--- src/hdl/ist_pkg.sv ---
// Shared types and codes for the integer set table.
// No dependencies; the cell and the top level use it by scoped names.
package ist_pkg;

   localparam int unsigned ENTRY_W  = 32;
   localparam int unsigned ACTION_W = 2;
   localparam int unsigned STATUS_W = 2;
   localparam int unsigned COUNT_W  = 5;

   // action codes; the unused code behaves as a lookup
   localparam logic [ACTION_W-1:0] ACT_INSERT = 2'd0;
   localparam logic [ACTION_W-1:0] ACT_DELETE = 2'd1;
   localparam logic [ACTION_W-1:0] ACT_LOOKUP = 2'd2;

   // status codes
   localparam logic [STATUS_W-1:0] STAT_DONE    = 2'd0;
   localparam logic [STATUS_W-1:0] STAT_PRESENT = 2'd1;
   localparam logic [STATUS_W-1:0] STAT_ABSENT  = 2'd2;
   localparam logic [STATUS_W-1:0] STAT_FULL    = 2'd3;

   typedef enum logic {
      STATE_IDLE,
      STATE_EVAL
   } state_type;

   // per-cell control from the top level
   typedef struct packed {
      logic occupied;  // slot lies below the fill count
      logic load;      // write the request value into this slot
      logic del_go;    // a delete of a present value commits this cycle
   } cell_ctrl_type;

endpackage

--- src/hdl/ist_cell.sv ---
// One slot of the set: holds an entry, compares it with the request value
// and takes its neighbor's entry when a delete closes the gap. Uses ist_pkg.
module ist_cell (
   input  logic                             clock,
   input  ist_pkg::cell_ctrl_type           ctrl,
   input  logic [ist_pkg::ENTRY_W-1:0]      value,
   input  logic [ist_pkg::ENTRY_W-1:0]      next_entry,
   input  logic                             hit_chain_in,
   output logic                             hit_chain_out,
   output logic [ist_pkg::ENTRY_W-1:0]      entry
);

   logic [ist_pkg::ENTRY_W-1:0] entry_ff;
   logic [ist_pkg::ENTRY_W-1:0] entry_in;
   logic                        hit;

   assign hit           = ctrl.occupied && (entry_ff == value);
   assign hit_chain_out = hit_chain_in | hit;
   assign entry         = entry_ff;

   always_comb begin
      entry_in = entry_ff;
      // shift down every slot at or after the matching one
      if (ctrl.del_go && hit_chain_out) begin
         entry_in = next_entry;
      end else if (ctrl.load) begin
         entry_in = value;
      end
   end

   always_ff @(posedge clock) begin
      entry_ff <= entry_in;
   end

endmodule

--- src/hdl/integer_set_table_top.sv ---
// Top level of the integer set table: request/response handshake, control
// sequencer and the row of ist_cell slots. Uses ist_pkg.
//
//  channel | ports                                        | direction
//  --------+----------------------------------------------+-----------
//  request | req_valid req_stall req_action req_value     | in  (stall out)
//  result  | rsp_valid rsp_stall rsp_status rsp_found     | out (stall in)
//          | rsp_count rsp_empty_res                      |
//
// Each request beat is first accepted, which latches action and value, and
// then evaluated, which compares against all slots, ripples the hit chain along
// the row of cells, commits the update and loads the result register.
// No new beat is accepted while one is being evaluated.
// Reset (synchronous, active high) empties the set and drops any pending
// result; slot contents are not cleared, since only slots below the count
// are ever compared. A stalled result holds the next request off until the
// result register frees; a request is accepted in the cycle the waiting
// result is taken.
module integer_set_table_top #(
   parameter int unsigned DEPTH = 16
) (
   input  logic                                clock,
   input  logic                                reset,
   input  logic                                req_valid,
   output logic                                req_stall,
   input  logic [ist_pkg::ACTION_W-1:0]        req_action,
   input  logic signed [ist_pkg::ENTRY_W-1:0]  req_value,
   output logic                                rsp_valid,
   input  logic                                rsp_stall,
   output logic [ist_pkg::STATUS_W-1:0]        rsp_status,
   output logic                                rsp_found,
   output logic [ist_pkg::COUNT_W-1:0]         rsp_count,
   output logic                                rsp_empty_res
);

   localparam int unsigned CNT_W = $clog2(DEPTH + 1);

   ist_pkg::state_type              state_ff, state_in;
   logic [ist_pkg::ACTION_W-1:0]    action_ff;
   logic [ist_pkg::ENTRY_W-1:0]     value_ff;
   logic [CNT_W-1:0]                count_ff, count_in;

   logic                            rsp_valid_ff, rsp_valid_in;
   logic [ist_pkg::STATUS_W-1:0]    rsp_status_ff, rsp_status_in;
   logic                            rsp_found_ff;
   logic [CNT_W-1:0]                rsp_cnt_ff;

   logic                            accept;
   logic                            eval_go;
   logic                            present;
   logic                            full;
   logic                            do_insert;
   logic                            do_delete;

   logic [DEPTH:0]                  hit_chain;
   logic [ist_pkg::ENTRY_W-1:0]     entry [DEPTH];

   // ---------------- sequencer ----------------
   always_comb begin
      state_in = state_ff;
      unique case (state_ff)
         ist_pkg::STATE_IDLE: if (accept) state_in = ist_pkg::STATE_EVAL;
         ist_pkg::STATE_EVAL: state_in = ist_pkg::STATE_IDLE;
         default:             state_in = ist_pkg::STATE_IDLE;
      endcase
   end

   always_comb begin
      req_stall = 1'b1;
      eval_go   = 1'b0;
      unique case (state_ff)
         // take a beat only when the result register is free by next cycle
         ist_pkg::STATE_IDLE: req_stall = rsp_valid_ff && rsp_stall;
         ist_pkg::STATE_EVAL: eval_go   = 1'b1;
         default:             req_stall = 1'b1;
      endcase
   end

   assign accept = req_valid && !req_stall;

   always_ff @(posedge clock) begin
      if (reset) begin
         state_ff <= ist_pkg::STATE_IDLE;
      end else begin
         state_ff <= state_in;
      end
   end

   // hold the request for the evaluate cycle
   always_ff @(posedge clock) begin
      if (accept) begin
         action_ff <= req_action;
         value_ff  <= req_value;
      end
   end

   // ---------------- row of cells ----------------
   assign hit_chain[0] = 1'b0;

   for (genvar i = 0; i < DEPTH; i++) begin : g_cell
      ist_pkg::cell_ctrl_type      ctrl;
      logic [ist_pkg::ENTRY_W-1:0] nxt;

      assign ctrl.occupied = (CNT_W'(i) < count_ff);
      assign ctrl.load     = do_insert && (CNT_W'(i) == count_ff);
      assign ctrl.del_go   = do_delete;

      // last slot keeps its own entry; it falls outside the count anyway
      if (i == DEPTH - 1) begin : g_last
         assign nxt = entry[i];
      end else begin : g_mid
         assign nxt = entry[i+1];
      end

      ist_cell u_cell (
         .clock         (clock),
         .ctrl          (ctrl),
         .value         (value_ff),
         .next_entry    (nxt),
         .hit_chain_in  (hit_chain[i]),
         .hit_chain_out (hit_chain[i+1]),
         .entry         (entry[i])
      );
   end

   // ---------------- decision ----------------
   assign present = hit_chain[DEPTH];
   assign full    = (count_ff == CNT_W'(DEPTH));

   always_comb begin
      do_insert     = 1'b0;
      do_delete     = 1'b0;
      rsp_status_in = ist_pkg::STAT_ABSENT;
      unique case (action_ff)
         ist_pkg::ACT_INSERT: begin
            if (present) begin
               rsp_status_in = ist_pkg::STAT_PRESENT;
            end else if (full) begin
               rsp_status_in = ist_pkg::STAT_FULL;
            end else begin
               rsp_status_in = ist_pkg::STAT_DONE;
               do_insert     = eval_go;
            end
         end
         ist_pkg::ACT_DELETE: begin
            if (present) begin
               rsp_status_in = ist_pkg::STAT_DONE;
               do_delete     = eval_go;
            end
         end
         default: begin
            // lookup, and the unused code treated as one
            if (present) rsp_status_in = ist_pkg::STAT_DONE;
         end
      endcase
   end

   always_comb begin
      count_in = count_ff;
      if (do_insert) begin
         count_in = count_ff + CNT_W'(1);
      end else if (do_delete) begin
         count_in = count_ff - CNT_W'(1);
      end
   end

   always_ff @(posedge clock) begin
      if (reset) begin
         count_ff <= '0;
      end else begin
         count_ff <= count_in;
      end
   end

   // ---------------- result register ----------------
   always_comb begin
      rsp_valid_in = rsp_valid_ff;
      if (eval_go) begin
         rsp_valid_in = 1'b1;
      end else if (!rsp_stall) begin
         rsp_valid_in = 1'b0;
      end
   end

   always_ff @(posedge clock) begin
      if (reset) begin
         rsp_valid_ff <= 1'b0;
      end else begin
         rsp_valid_ff <= rsp_valid_in;
      end
   end

   always_ff @(posedge clock) begin
      if (eval_go) begin
         rsp_status_ff <= rsp_status_in;
         rsp_found_ff  <= present;
         rsp_cnt_ff    <= count_in;
      end
   end

   assign rsp_valid     = rsp_valid_ff;
   assign rsp_status    = rsp_status_ff;
   assign rsp_found     = rsp_found_ff;
   assign rsp_count     = ist_pkg::COUNT_W'(rsp_cnt_ff);
   assign rsp_empty_res = (rsp_cnt_ff == '0);

endmodule

--- config.mk ---
export PLATFORM = sky130hd
export DESIGN_NAME = integer_set_table_top
export DESIGN_NICKNAME = d
export VERILOG_FILES = /design/src/hdl/ist_pkg.sv /design/src/hdl/ist_cell.sv /design/src/hdl/integer_set_table_top.sv
export SDC_FILE = /design/constraint.sdc
export NUM_CORES = 1
export LEC_CHECK = 0
export BUFFER_PORTS_ARGS = -buffer_cell sky130_fd_sc_hd__buf_4
export CAP_MARGIN = 0
export CORE_ASPECT_RATIO = 2
export CORE_MARGIN = 8
export CORE_UTILIZATION = 60
export CTS_CLUSTER_DIAMETER = 200
export DETAILED_ROUTE_END_ITERATION = 8
export PLACE_DENSITY = 0.77
export REMOVE_ABC_BUFFERS = 1
export SYNTH_ARGS = -nofsm -noshare
export SYNTH_HDL_FRONTEND = slang
export SYNTH_SLANG_ARGS = --single-unit
export TNS_END_PERCENT = 30
--- constraint.sdc ---
create_clock -name clock -period 12 [get_ports clock]
set_clock_uncertainty 0.05 [all_clocks]
set_input_delay 1.8 -clock clock [delete_from_list [all_inputs] [get_ports clock]]
set_output_delay 1.8 -clock clock [all_outputs]
set_load 0.005 [all_outputs]
Yosys cells after proc, flatten, opt, wreduce, memory -nomap -nowiden. Cells that the tools add are included.

Register bits: 561. Input port bits: 38. Output and inout bits: 11. Logic and storage cells: 210.

Add/sub/neg operators: 2. Order comparisons: 16. Equality and inequality tests: 34. Mux-type cells: 47. Bitwise gates (word level): 17. Reductions and logical operators: 70.

Operator list (count): $mux 32 (30); $eq 32x32->1 (16); $logic_and 1x1->1 (50); $eq 4x5->1 const A (8); $lt 4x5->1 const A (8); $reduce_bool 2->1 (15); $eq 3x5->1 const A (4); $lt 3x5->1 const A (4); $or 1x1->1 (15); $eq 2x5->1 const A (2); $logic_not 5->1 (2); $lt 1x5->1 const A (2); $lt 2x5->1 const A (2); $mux 1 (10); $mux 5 (2); $mux 2 (4); $add 5x1->5 const B (1); $eq 1x5->1 const A (1); $eq 5x5->1 const B (1); $sub 5x1->5 const B (1); $eq 2x1->1 const B (1); $logic_not 2->1 (1); $ne 2x1->1 const B (1); $not 1->1 (2); 3 further kinds (3).

Longest topological paths before layout. Gate-level depths: netlist of run 1.

Depth in word-level cells: 22. Depth in mapped cells: 14. Depth with buffers taken out: 10.

Modules after synthesis. Synthesis of run 1 repeated with hierarchy kept, for this count alone.

Cells, all modules: 5064. Area total of the unflattened synthesis: 45099.5 um^2.

By module, submodules not included: ist_cell (instances 16, cells an instance 307, area each 2692.6 um^2, seq. area each 960.9 um^2); integer_set_table_top (instances 1, cells an instance 152, area each 2018.2 um^2, seq. area each 1401.3 um^2).

Worst setup path before layout of run 1. OpenSTA, ideal clock, no wires.

Path type: reg2reg. Start: register value_ff[21] (netlist bit). End: register g_cell[8].u_cell.entry_ff (netlist bit g_cell[8].u_cell.entry[0]) (enable). Library setup time: 0.470 ns. Arrival: 4.796 ns. Data required time: 11.480 ns. Setup slack: 6.684 ns. Stages on the path, launching flop included: 14. Buffers on the path: 4. Period minus slack after synthesis: 5.316 ns. Path through: edfxtp_1 > buf_4 > buf_6 > buf_6 > xor2_1 > nor4_1 > nand3_1 > nor3_1 > nor4_4 > nor3b_2 > and3b_1 > buf_4 > nand2_1 > o31ai_1.

Word-level cells in the longest chain between the ends: 21.

RTL lines: from (decl) (RTL line integer_set_table_top.sv:40) `logic [ist_pkg::ENTRY_W-1:0] value_ff;`; from (signal assigned) (RTL line integer_set_table_top.sv:93) `value_ff <= req_value;`; $eq 32x32->1 (RTL line ist_cell.sv:17) `assign hit = ctrl.occupied && (entry_ff == value);`; $logic_and 1x1->1 (RTL line ist_cell.sv:17); $or 1x1->1 (15 in a row) (RTL line ist_cell.sv:18) `assign hit_chain_out = hit_chain_in | hit;`; $mux 1, on equally long branches (RTL line integer_set_table_top.sv:136, integer_set_table_top.sv:146); $mux 1 (RTL line integer_set_table_top.sv:134) `unique case (action_ff)`; $logic_and 1x1->1, on equally long branches (RTL line integer_set_table_top.sv:105, ist_cell.sv:24); $reduce_bool 2->1 (no source line) *; to (signal assigned) (RTL line ist_cell.sv:32) `entry_ff <= entry_in;`; to (decl) (RTL line ist_cell.sv:13) `logic [ist_pkg::ENTRY_W-1:0] entry_ff;`.

Every way passes the cells marked *; elsewhere a longest branch is shown, timed or not. A chain may end at the register's enable or synchronous reset.

Worst setup path in the final report of run 1.
Start: register count_ff[4]. End: register g_cell[14].u_cell.entry_ff (netlist bit g_cell[14].u_cell.entry[29]) (enable).

Word-level cells in the longest chain between the ends: 21.

RTL lines: from (decl) (RTL line integer_set_table_top.sv:41) `logic [CNT_W-1:0] count_ff, count_in;`; from (signal assigned) (RTL line integer_set_table_top.sv:171) `count_ff <= count_in;`; $lt 1x5->1 (RTL line integer_set_table_top.sv:104) `assign ctrl.occupied = (CNT_W'(i) < count_ff);`; $logic_and 1x1->1 (RTL line ist_cell.sv:17); $or 1x1->1 (15 in a row) (RTL line ist_cell.sv:18); $mux 1, on equally long branches (RTL line integer_set_table_top.sv:136, integer_set_table_top.sv:146); $mux 1 (RTL line integer_set_table_top.sv:134); $logic_and 1x1->1, on equally long branches (RTL line integer_set_table_top.sv:105, ist_cell.sv:24); $reduce_bool 2->1 (no source line) *; to (signal assigned) (RTL line ist_cell.sv:32); to (decl) (RTL line ist_cell.sv:13).

Marks and branches as above.

==> flow_summary.json, run 1 <==
{
  "portBuffers": 48,
  "ctsResizeCount": 0,
  "cts_setup_buffers": 0,
  "synth-compound-area-share": 0.01201,
  "finalSetupViolCount": 0,
  "crit_path_max_fanout": 32,
  "min_period_ns": 5.306,
  "drtAntennaViolNets": 0,
  "drc": 0,
  "status": "finished, final reports clean",
  "p_leak_nw": 10.98,
  "coreArea_um2": 50800,
  "netlist_area_um2": 30740,
  "drive_above_1_share": 0.2806,
  "power_density_nw_per_um2": 127.1,
  "yosysWarnings": 0,
  "num_vias": 17720,
  "slew_headroom": 0.2424,
  "hold_violations": 0,
  "synthAdderAreaFrac": 0.002035,
  "drtIter0Drc": 1221,
  "synth_edf_count": 554,
  "worstSetupStartpointType": "flop",
  "required_ns": 12.18,
  "grt_pass1_wl_mm": 123.5,
  "antenna_found_initial": 0,
  "clk_latency_ns": 0.61,
  "path_common_cell": "nand2_1",
  "final_nets": 2145,
  "syn2layout_area_growth_pct": 6.745,
  "worstPathCellList": "nor3_2 -> o21ai_0 -> nand2_1 -> nor3_1 -> nor4_4 -> nor3b_2 -> and3b_1 -> nand2_1 -> o21bai_4",
  "pre_cts_ws_ns": 6.689,
  "cts_sinks": 561,
  "drt-total-wl_mm": 85.31,
  "max_freq_mhz": 188.5,
  "die_x_um": 176.0,
  "critPathBufInv": 0,
  "path_depth": 9,
  "overflow": 0,
  "muxShareOfSynthArea": 0.1847,
  "synth_top_family_by_area": "multiplexers",
  "seq_area_frac_synth": 0.5458,
  "min_path_type": "flop to flop",
  "synthArstFlopShare": 0,
  "cts_buffers": 50,
  "hold_buffers": 0,
  "cp_top_family": "simple AND/OR/NAND/NOR gates",
  "grt_max_degree": 36,
  "grt_pass1_vias": 19050,
  "avgRoutedWirePerCell_um": 30.51,
  "cts_tree": "built",
  "yosys_most_used_dff": "edfxtp_1",
  "worstMarginPinSlew_ns": 1.134,
  "synthSimpleGateAreaFrac": 0.06733,
  "first_pass_iters": 5,
  "grtUsageTotal": 0.2879,
  "crit_type": "flop to flop",
  "cp.arrival_ns": 5.48,
  "via_per_inst": 6.338,
  "synth_area_per_cell_um2": 14.42,
  "slew_viol_final": 0,
  "cts_root_buffer": "clkbuf_16",
  "pin_count": 49,
  "die_area_um2": 59170,
  "whs_path_depth": 0,
  "setup_tns_ns": 0,
  "ys_seq_elements": 561,
  "fin_crit_sh": 0.4422,
  "diodes": 0,
  "end_kind": "flop",
  "synth_cells": 2132,
  "gp_congestion": 0.9500,
  "htreeDepth": 2,
  "dp_hpwl_mm": 59.17,
  "reg2reg_depth": 9,
  "core.rowCount": 117,
  "initial_core_util": 0.6051,
  "vdd.ir_drop.worst_v": 0.0001757,
  "yosysTopAreaCellShare": 0.5412,
  "max-cap-violations": 0,
  "cp_slowest_stage_delay_ns": 0.95,
  "clk_pin_slew_ns": 0.07,
  "grt_setup_unrepaired": "false",
  "synth_xor_xnor_area_share": 0.1470,
  "synth.area.top_cells": "edfxtp_1, xor2_1, mux2_2",
  "fin_ws_ns": 6.694,
  "cts_buffer_depth": 3,
  "ys_types": 72,
  "yosysTopAreaCell": "edfxtp_1",
  "worst_path_max_delay_cell": "o21bai_4",
  "die_h_um": 336.1
}
[Yosys cell counts (6+ instances only)]
library cell    n
a21oi_1         6
dfxtp_1         7
nand4_1        41
nand3_1        23
mux2_1        103
mux2_4         61
or4_1           6
nor4_1        123
buf_2          67
nor2_1         24
nor2b_1         7
mux2_2        318
clkbuf_1       35
xor2_1        435
buf_4          39
nor3_1         33
edfxtp_1      554
nand2_1        30
buf_6          42
xnor2_1        79
[state kept, by name, summed over array words and instances (netlist names)]
register	count
g_cell.u_cell.entry	512
value_ff	32
count_ff	5
rsp_count	5
action_ff	2
rsp_status	2
rsp_found	1
rsp_valid	1
state_ff	1
[through the flow]
step | instance area [um^2] | total power, mW | utilization | instances | hold WS [ns]
detailed placement | 31180 | 2.560 | 0.6138 | 2704 | 0.4613
floorplan | 29490 | 2.437 | - | 1948 | 0.4606
global route | 32810 | 4.260 | 0.6459 | 2796 | 0.5065
CTS | 32810 | 4.175 | 0.6459 | 2796 | 0.4788
global placement | 31180 | 2.554 | 0.6138 | 2704 | 0.4530
finish | 32810 | 4.169 | 0.6459 | 2796 | 0.4790
[cell type report]
cell class / count / area, um^2
Fill cell: 3631 / 17990
Sequential cell: 561 / 16780
Multi-Input combinational cell: 1382 / 12800
Clock buffer: 66 / 1363
Tap cell: 654 / 818.3
Timing Repair Buffer: 102 / 765.7
Clock inverter: 26 / 270.3
Inverter: 5 / 18.77
[path summary, 6_finish.rpt]
check	from	end	slack, ns
worst min register to register	value_ff[12]$_DFFE_PP_	g_cell[15].u_cell.entry[12]$_DFFE_PP_	0.48
worst min-delay path	value_ff[12]$_DFFE_PP_	g_cell[15].u_cell.entry[12]$_DFFE_PP_	0.48
worst max-delay path	count_ff[4]$_SDFF_PP0_	g_cell[14].u_cell.entry[29]$_DFFE_PP_	6.69
worst max register to register	count_ff[4]$_SDFF_PP0_	g_cell[14].u_cell.entry[29]$_DFFE_PP_	6.69
[worst reg2reg max path, delay by kind of cell, from the launching register on]
family / cells / cell delay (ns)
compound gates: 2 / 1.27
flops: 1 / 0.49
simple gates: 7 / 3.10
[where the power goes]
part	total [mW]	internal (mW)	switching [mW]
registers	2.17	2.17	0.00656
clock network	1.65	0.909	0.739
logic	0.348	0.140	0.208
[logic make-up (layout without fill, tap and decap cells)]
| group | after synthesis | count (layout) |
|---|---|---|
| DFF | 561 | 561 |
| xor gates and xnor gates | 515 | 515 |
| muxes | 484 | 484 |
| and+or+nand+nor | 334 | 334 |
| buffers and inverters | 189 | 199 |
| AOI/OAI and AO/OA | 44 | 44 |
| adders and majority gates | 5 | 5 |
[placed cells by master (no fill, tap or decap), drive strengths merged, types with 4 or more instances in the layout]
master	synthesis	layout
dfxtp	7	7
xnor2	79	79
nand4	42	42
o21ai	4	4
nor4	130	130
or3	6	6
or4	6	6
clkbuf	35	66
xor2	436	436
nor2b	7	7
nor2	30	30
a2111oi	4	4
edfxtp	554	554
nand2	32	32
bufinv	0	5
a21oi	9	9
clkinvlp	0	6
nor4b	4	4
inv	5	6
mux2	482	482
ha	5	5
buf	149	102
nand3	24	24
o22ai	5	5
clkinv	0	14
nor3	36	36
[metal layers]
| metal | global-route usage | share of wire | vias up |
|---|---|---|---|
| li1 | - | - | 7812 |
| met1 | 0.2655 | 0.32 | 8858 |
| met2 | 0.5387 | 0.54 | 680 |
| met3 | 0.04156 | 0.041 | 372 |
| met4 | 0.2499 | 0.099 | 0 |
| met5 | 0 | 0 | - |
Power figures use the tool's default switching activity.
==> run 2: changes to the inputs <==
ABC_AREA = 1   (was default)
PLACE_DENSITY = 0.76   (was 0.77)
clock period = 5.55 ns   (was 12 ns; I/O delays follow)
==> run 2 against run 1 <==
Sequential cell count unchanged. Via count increased by 61%. Design area increased by 10%. Synthesized cell count increased by 85%. Critical endpoint is now g_cell[0].u_cell.entry[4]$_DFFE_PP_. Utilization increased by 0.26 points. Sequential share of layout area decreased by 4.8 points. Final cell count increased by 68%. Count of clock-buffer cells in the layout decreased by 8. Clock power increased by 120%. Die area increased by 8.7%. Largest power group unchanged. Non-clock buffer count increased by 38. Critical path type unchanged.
==> flow_summary.json, run 2 <==
{
  "status": "finished, final reports clean",
  "die_h_um": 350.7,
  "reg2reg_to": "g_cell[0].u_cell.entry[4]$_DFFE_PP_",
  "synth_top_family_by_area": "simple AND/OR/NAND/NOR gates",
  "cp_slowest_stage_delay_ns": 0.57,
  "worst_path_max_delay_cell": "edfxtp_1",
  "vdd.ir_drop.worst_v": 0.0002790,
  "seq_area_frac_synth": 0.4991,
  "synth.area.top_cells": "edfxtp_1, nand2_1, o21ai_1",
  "coreArea_um2": 55860,
  "reg2reg_slack_ns": 0.81,
  "required_ns": 5.76,
  "drc": 0,
  "finalPower_mw": 9.432,
  "finalSetupViolCount": 0,
  "endpoint": "g_cell[0].u_cell.entry[4]$_DFFE_PP_",
  "hold_violations": 0,
  "grt_max_degree": 65,
  "worstPathCellList": "inv_2 -> nand2_1 -> nand2_1 -> inv_1 -> nand4_1 -> nor2_1 -> nand3_1 -> nand4_4 -> nor2_4 -> nand4_2 -> nor2_4 -> nand4_4 -> nor2_4 -> nand4_4 -> inv_2 -> nand2_1 -> inv_2 -> nand3_1 -> o21ai_2 -> buf_4",
  "overflow": 0,
  "pwr-share-comb": 0.111,
  "worstSetupStartpointType": "flop",
  "synth_common_cells": "nand2_1, edfxtp_1, inv_1",
  "final_cell_mix": "nand2_1, edfxtp_1, inv_1",
  "first_pass_iters": 7,
  "synth_xor_xnor_area_share": 0.07557,
  "reg2reg_depth": 20,
  "yosysTopAreaCell": "edfxtp_1",
  "synth_cells": 3949,
  "power_density_nw_per_um2": 260.3,
  "yosys_most_used_dff": "edfxtp_1",
  "cts_buffers": 52,
  "synth-compound-area-share": 0.07762,
  "max-cap-violations": 0,
  "whs_ns": 0.3363,
  "die_area_um2": 64310,
  "gp_congestion": 1.034,
  "pin_count": 49,
  "portBuffers": 48,
  "crit_path_max_fanout": 32,
  "synthSimpleGateAreaFrac": 0.2406,
  "drt-total-wl_mm": 128.1,
  "hold_buffers": 0,
  "core.rowCount": 123,
  "end_kind": "flop",
  "pwr-share-clk": 0.389,
  "p_leak_nw": 15.54,
  "cts_root_buffer": "clkbuf_16",
  "r2r-start": "value_ff[25]$_DFFE_PP_",
  "synthArstFlopShare": 0,
  "netlist_area_um2": 33610,
  "drtIter0Drc": 4086,
  "grt_setup_unrepaired": "false",
  "grtUsageTotal": 0.3960,
  "synthAdderAreaFrac": 0.001861,
  "yosysTopAreaCellShare": 0.4950,
  "worstMarginPinSlew_ns": 1.295,
  "synth_edf_count": 554,
  "avgRoutedWirePerCell_um": 27.22,
  "cts_sinks": 561,
  "p_sw_mw": 2.484,
  "clk_pin_slew_ns": 0.07,
  "grt_pass1_wl_mm": 181.5,
  "cts_tree": "built",
  "syn2layout_area_growth_pct": 7.795,
  "antenna_found_initial": 2,
  "slew_viol_final": 0,
  "largest_register_ff_count": 512,
  "drtAntennaViolNets": 0,
  "slew_headroom": 0.1358,
  "final_common_cell": "nand2_1",
  "max_freq_mhz": 210.9,
  "seqPwrFrac": 0.500,
  "min_period_ns": 4.741,
  "min_path_type": "input pin to flop",
  "cp-startpoint": "value_ff[25]$_DFFE_PP_",
  "ys_seq_elements": 561,
  "dp_hpwl_mm": 91.09,
  "drive_above_1_share": 0.1022,
  "fin_util": 0.6485,
  "fill_cells": 4745,
  "ctsResizeCount": 0,
  "grt_pass1_vias": 26900,
  "die_x_um": 183.4,
  "fin_crit_sh": 0.8542,
  "final_nets": 3954,
  "synth_area_per_cell_um2": 8.511,
  "cp.arrival_ns": 4.95,
  "initial_core_util": 0.6016,
  "htreeDepth": 2,
  "cts_setup_buffers": 0,
  "muxShareOfSynthArea": 0,
  "via_per_inst": 6.065,
  "ys_types": 51,
  "synth.most_common_cell": "nand2_1",
  "sw_frac_of_total": 0.2634,
  "clk_latency_ns": 0.64,
  "cts_buffer_depth": 3,
  "p_int_mw": 6.947,
  "yosysWarnings": 0,
  "crit_type": "flop to flop",
  "num_vias": 28550
}
[run 2: cell count changes after synthesis, sizes merged, moves of 18 or more]
cell | previous run | this run
a21oi | 9 | 34
buf | 149 | 182
inv | 5 | 569
mux2 | 482 | 0
nand2 | 32 | 1005
nand3 | 24 | 144
nand4 | 42 | 183
nor2 | 30 | 185
nor3 | 36 | 54
nor4 | 130 | 55
o21ai | 4 | 459
or2 | 2 | 124
xnor2 | 79 | 221
xor2 | 436 | 69
[run 2: critical path: cells and delay by family (launching register included)]
family	cells	cell delay, ns
AND/OR/NAND/NOR	14	2.17
buffers and inverters	5	1.39
flip-flops	1	0.57
AO/OA/AOI/OAI	1	0.14
[run 2: cells by family (layout without fill, tap and decap cells)]
kind of cell | after synthesis | count (layout)
fa+ha+maj | 5 | 5
simple gates | 1778 | 1778
compound gates | 510 | 510
buf+inv | 805 | 810
flops | 561 | 561
other cells | 0 | 4
xor+xnor | 290 | 290
[run 2: power groups by stage]
stage          Clock [mW]  Combinational [mW]  Sequential (mW)
4_1_cts              3.67                1.01             4.72
3_5_place_dp            0                1.01             4.81
6_report             3.67                1.05             4.72
3_3_place_gp            0               0.989             4.81
2_1_floorplan           0               0.475             4.88
5_1_grt              3.81                1.10             4.72
[run 2: worst min path at each step]
stage,start,endpoint,slack (ns),depth (start not counted)
final,req_value[14],value_ff[14]$_DFFE_PP_,0.34,1
after detailed placement,rsp_valid$_SDFFE_PP0P_,rsp_valid$_SDFFE_PP0P_,0.47,2
after floorplan,rsp_valid$_SDFFE_PP0P_,rsp_valid$_SDFFE_PP0P_,0.45,2
after CTS,req_value[18],value_ff[18]$_DFFE_PP_,0.32,1
after global placement,rsp_valid$_SDFFE_PP0P_,rsp_valid$_SDFFE_PP0P_,0.44,2
after global routing,req_value[28],value_ff[28]$_DFFE_PP_,0.33,1
[run 2: cell type report]
class	count	area (um^2)	area share
sequential	561	16780	0.4630
multi-input combinational	2583	13390	0.3696
inverter	573	2151	0.05936
clock buffer	58	1345	0.03712
timing repair buffer	140	1289	0.03557
tap	750	938.4	0.02590
clock inverter	39	331.6	0.009152
antenna	4	10.01	0.0002763
[run 2: metal layers]
metal	GRT usage	share of wire	wire, um	vias up
li1	-	-	-	12940
met2	0.6228	0.45	57710	2034
met4	0.3201	0.096	12300	0
met3	0.07786	0.11	14330	530
met1	0.4690	0.34	43790	13050
met5	0	0	0	-
[run 2: metrics by stage]
step                      area [um^2]  std cells  worst slack, ns  TNS, ns
after floorplan                 32230       3717           -1.079   -79.27
after global placement          34540       4607            1.004        0
after detailed placement        34540       4607           0.9484        0
after CTS                       36220       4704           0.9263        0
after global routing            36220       4704           0.6726        0
final                           36230       4708           0.8094        0
